## config.mk

```make
export PLATFORM = sky130hd
export DESIGN_NAME = bmp_parse
export DESIGN_NICKNAME = d
export VERILOG_FILES = /design/src/rtl/bmp_pkg.sv /design/src/rtl/bmp_parse.sv
export SDC_FILE = /design/constraint.sdc
export NUM_CORES = 1
export LEC_CHECK = 0
export ABC_AREA = 1
export BUFFER_PORTS_ARGS = -buffer_cell sky130_fd_sc_hd__buf_2
export CORE_MARGIN = 3
export CORE_UTILIZATION = 57
export DETAILED_ROUTE_END_ITERATION = 10
export GPL_TIMING_DRIVEN = 0
export PLACE_DENSITY = 0.89
export SLEW_MARGIN = 20
export SYNTH_ARGS = -nofsm -noshare
export SYNTH_HDL_FRONTEND = slang
export SYNTH_SLANG_ARGS = --single-unit
export TNS_END_PERCENT = 1
```

## constraint.sdc

```tcl
create_clock -name clk -period 6.3 [get_ports clk]
set_input_delay 1.26 -clock clk [delete_from_list [all_inputs] [get_ports clk]]
set_output_delay 1.26 -clock clk [all_outputs]
set_load 0.005 [all_outputs]
```

## src/rtl/bmp_pkg.sv

```systemverilog
// Shared types and constants for the BMP raster decoder.
// No dependencies.
package bmp_pkg;

  localparam int MAX_WIDTH_DEF     = 4096;
  localparam int MAX_HEIGHT_DEF    = 4096;
  localparam int PALETTE_DEPTH_DEF = 256;

  localparam logic [1:0] MODE_PAL8   = 2'd0;
  localparam logic [1:0] MODE_RLE8   = 2'd1;
  localparam logic [1:0] MODE_RGB555 = 2'd2;
  localparam logic [1:0] MODE_BGR24  = 2'd3;

  localparam logic [1:0] REG_MODE   = 2'd0;
  localparam logic [1:0] REG_WIDTH  = 2'd1;
  localparam logic [1:0] REG_HEIGHT = 2'd2;

  localparam logic [2:0] PH_COUNT    = 3'd0;
  localparam logic [2:0] PH_VALUE    = 3'd1;
  localparam logic [2:0] PH_DELTA_X  = 3'd2;
  localparam logic [2:0] PH_DELTA_Y  = 3'd3;
  localparam logic [2:0] PH_ABS_DATA = 3'd4;
  localparam logic [2:0] PH_ABS_PAD  = 3'd5;

  // Color source of a queued span command.
  localparam logic [1:0] SRC_PAL    = 2'd0;
  localparam logic [1:0] SRC_DIRECT = 2'd1;
  localparam logic [1:0] SRC_BLACK  = 2'd2;

  // Command from the parser to the output stage.
  typedef struct packed {
    logic [1:0]  src;
    logic [7:0]  index;
    logic [23:0] rgb;
    logic [11:0] x;
    logic [11:0] y;
    logic [7:0]  len;
    logic        done;
  } span_cmd_t;

  // Palette write from the front part.
  typedef struct packed {
    logic        en;
    logic [7:0]  index;
    logic [23:0] rgb;
  } pal_wr_t;

endpackage

```

## src/rtl/bmp_parse.sv

```systemverilog
// Front part: byte parser for plain and RLE8 rasters, emits span commands and palette writes.
// Depends on bmp_pkg.
module bmp_parse import bmp_pkg::*; #(
  parameter int MAX_WIDTH  = MAX_WIDTH_DEF,
  parameter int MAX_HEIGHT = MAX_HEIGHT_DEF
) (
  input  logic        clk,
  input  logic        rst,
  input  logic        cfg_valid,
  input  logic [1:0]  cfg_index,
  input  logic [12:0] cfg_data,
  input  logic        in_valid,
  output logic        in_ready,
  input  logic        in_kind,
  input  logic [7:0]  in_byte,
  input  logic [7:0]  in_pidx,
  input  logic [23:0] in_prgb,
  output pal_wr_t     pal_wr,
  output logic        cmd_valid,
  input  logic        cmd_ready,
  output span_cmd_t   cmd
);

  localparam logic [12:0] WMAX = 13'(MAX_WIDTH);
  localparam logic [12:0] HMAX = 13'(MAX_HEIGHT);

  logic [1:0]  mode;
  logic [12:0] width_reg, height_reg;
  logic [12:0] w, h;
  logic [2:0]  phase;
  logic [7:0]  held_count, abs_left, delta_right;
  logic        abs_odd, finished;
  logic [12:0] column;
  logic [11:0] row;
  logic [13:0] row_bytes;
  logic [1:0]  bip;
  logic [15:0] held;

  logic [2:0]  phase_next;
  logic [7:0]  held_count_next, abs_left_next, delta_right_next;
  logic        abs_odd_next, finished_next;
  logic [12:0] column_next;
  logic [11:0] row_next;
  logic [13:0] row_bytes_next;
  logic [1:0]  bip_next;
  logic [15:0] held_next;
  logic        emit;
  span_cmd_t   emit_cmd;

  logic [1:0]  bpp;
  logic [15:0] stride;
  logic [12:0] rem, rlen;
  logic [13:0] col_sum;
  logic [7:0]  b, b0, b1;
  logic        cfg_hit;

  assign w = (width_reg == '0) ? 13'd1 : (width_reg > WMAX) ? WMAX : width_reg;
  assign h = (height_reg == '0) ? 13'd1 : (height_reg > HMAX) ? HMAX : height_reg;
  assign bpp = (mode == MODE_PAL8) ? 2'd1 : (mode == MODE_RGB555) ? 2'd2 : 2'd3;
  // Row stride in bytes, rounded up to a word.
  always_comb begin
    logic [15:0] raw;
    raw = 16'(w) * 16'(bpp) + 16'd3;
    stride = {raw[15:2], 2'b00};
  end

  assign in_ready = !cmd_valid || cmd_ready;
  wire take = in_valid && in_ready;

  assign pal_wr.en    = take && in_kind;
  assign pal_wr.index = in_pidx;
  assign pal_wr.rgb   = in_prgb;

  assign b  = in_byte;
  assign b0 = held[7:0];
  assign b1 = held[15:8];
  assign rem  = (column < w) ? w - column : 13'd0;
  assign rlen = (13'(held_count) < rem) ? 13'(held_count) : rem;
  assign col_sum = 14'(column) + 14'(delta_right);

  always_comb begin
    phase_next = phase; held_count_next = held_count; abs_left_next = abs_left;
    abs_odd_next = abs_odd; delta_right_next = delta_right; finished_next = finished;
    column_next = column; row_next = row; row_bytes_next = row_bytes;
    bip_next = bip; held_next = held;
    emit = 1'b0;
    emit_cmd = '0;
    emit_cmd.x = column[11:0];
    emit_cmd.y = row;
    emit_cmd.len = 8'd1;
    emit_cmd.index = b;
    if (!finished && mode == MODE_RLE8) begin
      unique case (phase)
        PH_COUNT: begin
          held_count_next = b;
          phase_next = PH_VALUE;
        end
        PH_VALUE: begin
          phase_next = PH_COUNT;
          if (held_count != 8'd0) begin
            if (rlen != 13'd0) begin
              emit = 1'b1;
              emit_cmd.len = rlen[7:0];
            end
            column_next = column + rlen;
          end else if (b == 8'd0) begin
            column_next = '0;
            if (row == '0) begin
              emit = 1'b1;
              finished_next = 1'b1;
            end else begin
              row_next = row - 12'd1;
            end
          end else if (b == 8'd1) begin
            emit = 1'b1;
            finished_next = 1'b1;
          end else if (b == 8'd2) begin
            phase_next = PH_DELTA_X;
          end else begin
            abs_left_next = b;
            abs_odd_next = b[0];
            phase_next = PH_ABS_DATA;
          end
        end
        PH_DELTA_X: begin
          delta_right_next = b;
          phase_next = PH_DELTA_Y;
        end
        PH_DELTA_Y: begin
          phase_next = PH_COUNT;
          column_next = (col_sum > 14'(w)) ? w : col_sum[12:0];
          if (12'(b) > row) begin
            emit = 1'b1;
            finished_next = 1'b1;
          end else begin
            row_next = row - 12'(b);
          end
        end
        PH_ABS_DATA: begin
          if (column < w) begin
            emit = 1'b1;
            column_next = column + 13'd1;
          end
          abs_left_next = abs_left - 8'd1;
          if (abs_left == 8'd1) phase_next = abs_odd ? PH_ABS_PAD : PH_COUNT;
        end
        default: phase_next = PH_COUNT;
      endcase
      // End markers are black at the origin.
      if (finished_next) begin
        emit_cmd.x = '0; emit_cmd.y = '0; emit_cmd.len = '0;
        emit_cmd.src = SRC_BLACK; emit_cmd.done = 1'b1;
      end
    end else if (!finished) begin
      if (column < w) begin
        if (bip + 2'd1 >= bpp) begin
          emit = 1'b1;
          if (mode == MODE_PAL8) begin
            emit_cmd.src = SRC_PAL;
          end else if (mode == MODE_RGB555) begin
            emit_cmd.src = SRC_DIRECT;
            emit_cmd.rgb = {{b[6:2], 3'b000}, {b[1:0], b0[7:5], 3'b000},
                            {b0[4:0], 3'b000}};
          end else begin
            emit_cmd.src = SRC_DIRECT;
            emit_cmd.rgb = {b, b1, b0};
          end
          if (column + 13'd1 == w && row == '0) begin
            emit_cmd.done = 1'b1;
            finished_next = 1'b1;
          end
          column_next = column + 13'd1;
          bip_next = '0;
          held_next = '0;
        end else begin
          if (bip == 2'd0) held_next = {8'd0, b};
          else held_next = {b, b0};
          bip_next = bip + 2'd1;
        end
      end
      row_bytes_next = row_bytes + 14'd1;
      if (!finished_next && column_next >= w && 16'(row_bytes_next) >= stride) begin
        if (row != '0) row_next = row - 12'd1;
        column_next = '0; row_bytes_next = '0; bip_next = '0; held_next = '0;
      end
    end
  end

  always_ff @(posedge clk) begin
    if (rst) begin
      mode <= MODE_PAL8; width_reg <= 13'd1; height_reg <= 13'd1;
    end else if (cfg_valid) begin
      case (cfg_index)
        REG_MODE:   mode <= cfg_data[1:0];
        REG_WIDTH:  width_reg <= cfg_data;
        REG_HEIGHT: height_reg <= cfg_data;
        default: ;
      endcase
    end
  end

  // Any register write restarts the raster; height uses the new value.
  logic [12:0] h_new;
  always_comb begin
    h_new = cfg_data;
    if (h_new == '0) h_new = 13'd1;
    if (h_new > HMAX) h_new = HMAX;
    if (cfg_index != REG_HEIGHT) h_new = h;
  end

  assign cfg_hit = cfg_valid && (cfg_index == REG_MODE || cfg_index == REG_WIDTH ||
                                 cfg_index == REG_HEIGHT);

  always_ff @(posedge clk) begin
    if (rst || cfg_hit) begin
      phase <= PH_COUNT; held_count <= '0; abs_left <= '0; abs_odd <= 1'b0;
      delta_right <= '0; column <= '0; row_bytes <= '0; bip <= '0; held <= '0;
      finished <= 1'b0;
      row <= rst ? 12'd0 : 12'(h_new - 13'd1);
    end else if (take && !in_kind) begin
      phase <= phase_next; held_count <= held_count_next; abs_left <= abs_left_next;
      abs_odd <= abs_odd_next; delta_right <= delta_right_next;
      column <= column_next; row <= row_next; row_bytes <= row_bytes_next;
      bip <= bip_next; held <= held_next; finished <= finished_next;
    end
  end

  always_ff @(posedge clk) begin
    if (rst) cmd_valid <= 1'b0;
    else if (in_ready) cmd_valid <= take && !in_kind && emit;
  end

  always_ff @(posedge clk) begin
    if (in_ready) cmd <= emit_cmd;
  end

endmodule

```

==> reports/qor.csv <==
metric,value,unit
initial drt markers,1665,
largest family of logic cells by synthesized area,simple AND/OR/NAND/NOR gates,
sw frac,40.0,%
"Seq/Total Area, Yosys",32.3,%
CTS Sinks,182,
Critical Path RT,6.47,ns
drt drc,0,
initial antenna violation count,0,
die area,26000,um2
total power divided by cell area,245,nW/um2
root buf cell,clkbuf_16,
Clk pwr share,30.1,%
Hold Fails Final Rpt,0,
DP Wirelength,33000,um
status,"finished, final reports clean",
FILL cells,1974,
Die Wd,161,um
largest net degree at the start of global routing,61,
Gate power share,35.5,%
Post-Synthesis Cell Area,13700,um2
final core utilization,67.9,%
input/output buffers,130,
Buf/Inv on CP,8,
cts bufs inserted,17,
Yosys reg bits,182,
"most common cell after layout, fill and taps aside",nand2_1,
worst-path maximum fanout,12,
cell internal pwr,0.00235,W
min Tclk post-route,6.19,ns
Nets,2257,
CTS tree,done,
worst slew margin relative to its limit,23.2,%
compound-cell area share of the yosys netlist,17.5,%
Final period util,98.2,%
vias in the first global route,13480,
# hold bufs at CTS,0,
Area after DPL,14800,um2
number of core rows,56,
Hold Startpoint,held[2],
Initial Util,58.3,%
"commonest non-fill, non-tap cells in the layout","338 x nand2_1, 238 x inv_1, 198 x nor2_1, 187 x a21oi_1, 136 x buf_2",
top achievable clock speed,0.162,GHz
Total Wirelength,43700,um
mux contribution to synthesized area,0,%
Synth Area in Adders,11.8,%
final setup violation count,0,
static leakage,7.59,nW
layout cells sized above 1,15.8,%
Synthesis Warnings,0,
Detail Route Antenna Nets,0,
Syn Inst Count,1900,
max FFs per register,67,
Total GRT Usage,32.5,%
Clock Skews,0.0154,ns
count of cell types in the netlist,59,
Clock Latency Late Sink,0.46,ns
Crit. Startpoint,width_reg[2],
unrepaired setup endpoints after global routing,true,
Worst R2R Start,width_reg[2],
slowest cell on the critical path,dfxtp_4,
"EDFF count, synth",79,
"most used cell, CP",nand2_1,
XOR/XNOR share of the synthesized area,4.21,%
Largest Register,cmd,
Seq pwr share,34.4,%
Regs by FF count,"cmd x67, held x16, row_bytes x14",
total global routing overflow,0,
ys async rst share,0,%
Syn-to-layout area delta,16.4,%
mean post-synth cell area,7.23,um2
antenna cells,0,
worst path arrival time,6.36,ns
htree depth,4,
crit-path max cell delay,0.37,ns
height of the die,161,um
HP Class,flop to flop,
Avg WL per Cell,18.2,um
Synth Area in Simple Gates,23.9,%
Core Area,23500,um2
RePlAce Congestion,1.01,
crit path launch type,flop,
boundary pin count,163,
Net Switching,0.00157,W
CTS max path bufs,2,
total power,0.00392,W
"CP delay by family, top",simple AND/OR/NAND/NOR gates,
router iterations before antenna repair,8,
most used flip-flop cell after synthesis,dfxtp_1,
actual slew at the worst max-slew pin,1.14,ns
Vias,14275,
Worst setup EP type,flop,
first-pass GRT wire length,68100,um
max-slew violation count,0,
Via-to-Cell Ratio,5.95,
total of max-cap violations,0,
CP Class,flop to flop,
"CTS clk-pin slew, worst paths",0.09,ns
peak supply drop,0.000204,V
post-route cell area,16000,um2
layer usage:
| layer | up-vias | global-route usage [%] | share of wire [%] |
|---|---|---|---|
| met4 | 0 | 15.0 | 4.6 |
| li1 | 6726 | - | - |
| met3 | 163 | 5.05 | 9.1 |
| met5 | - | 0 | 0 |
| met2 | 801 | 54.5 | 47 |
| met1 | 6585 | 41.4 | 39 |
worst reg2reg max path, delay by kind of cell (launching register included):
family | cells | cell delay, ns
and+or+nand+nor | 20 | 2.50
DFF | 1 | 0.37
adders and majority gates | 2 | 0.46
buffers and inverters | 8 | 1.38
AOI/OAI and AO/OA | 6 | 1.20
worst paths after layout:
| path | endpoint | slack, ns | depth (start not counted) |
|---|---|---|---|
| hold / removal | held[2] | 0.47 | 2 |
| setup reg to reg | row[1] | 0.11 | 36 |
| hold reg to reg | held[2] | 0.47 | 2 |
| setup / recovery | row[1] | 0.11 | 36 |
final cells by class:
type	instances	area (um2)	area share [%]
clock buffer	17	425	2.66
inverter	262	1000	6.25
tap	319	399	2.50
timing repair buffer	147	811	5.07
multi-input combinational	1381	8240	51.6
sequential	182	4460	27.9
buffer	78	430	2.69
clock inverter	15	223	1.39
power groups by stage:
stage / Sequential, W / Combinational [W] / Clock [W]
after detailed placement: 0.00137 / 0.00123 / 0
after global placement: 0.00137 / 0.00120 / 0
after floorplan: 0.00136 / 0.000874 / 0
final: 0.00135 / 0.00139 / 0.00118
after global routing: 0.00135 / 0.00153 / 0.00123
after CTS: 0.00134 / 0.00126 / 0.00118
synthesized netlist by cell type, types with 5 or more instances:
cell type | instances | share of area (%)
o22ai_1 | 8 | 0.36
a21o_1 | 6 | 0.33
o211ai_1 | 24 | 1.3
nand4_1 | 38 | 1.7
buf_4 | 34 | 1.9
a31oi_1 | 9 | 0.41
buf_2 | 6 | 0.22
xor2_1 | 52 | 3.3
edfxtp_1 | 79 | 17
xnor2_1 | 14 | 0.89
o21bai_1 | 11 | 0.60
fa_1 | 5 | 0.73
nor2_1 | 204 | 5.6
a21oi_1 | 191 | 7.0
inv_2 | 14 | 0.38
o21ai_1 | 7 | 0.26
nand3b_1 | 5 | 0.27
o21ai_0 | 134 | 4.9
ha_1 | 122 | 11
nand2_1 | 353 | 9.7
nor3_1 | 20 | 0.73
dfxtp_1 | 103 | 15
clkbuf_1 | 36 | 0.98
nand2_2 | 6 | 0.27
nand3_1 | 91 | 3.3
nor4_1 | 8 | 0.36
inv_1 | 246 | 6.7
a211oi_1 | 16 | 0.87
metrics by stage:
stage	setup WS, ns	hold slack [ns]	setup TNS (ns)	std cells
2_1_floorplan	0.741	0.443	0	1903
3_3_place_gp	-1.09	0.453	-13.32	2352
3_5_place_dp	-0.441	0.458	-3.16	2353
4_1_cts	-0.000880	0.472	-0.000880	2386
5_1_grt	-0.174	0.484	-0.997	2401
6_report	0.112	0.468	0	2401
what timing repair did:
item                                    in CTS  in global routing
resized for setup                           29                 73
pin swaps                                    5                 21
buffers inserted                             1                 15
endpoints found under the setup margin      16                 19
logic make-up (layout without fill, tap and decap cells):
group / after synthesis / after routing
compound gates: 429 / 429
xor+xnor: 66 / 66
fa+ha+maj: 127 / 127
buf+inv: 340 / 519
flops: 182 / 182
other cells: 1 / 4
simple gates: 755 / 755
Note: power is estimated with default switching activity, not from simulation.
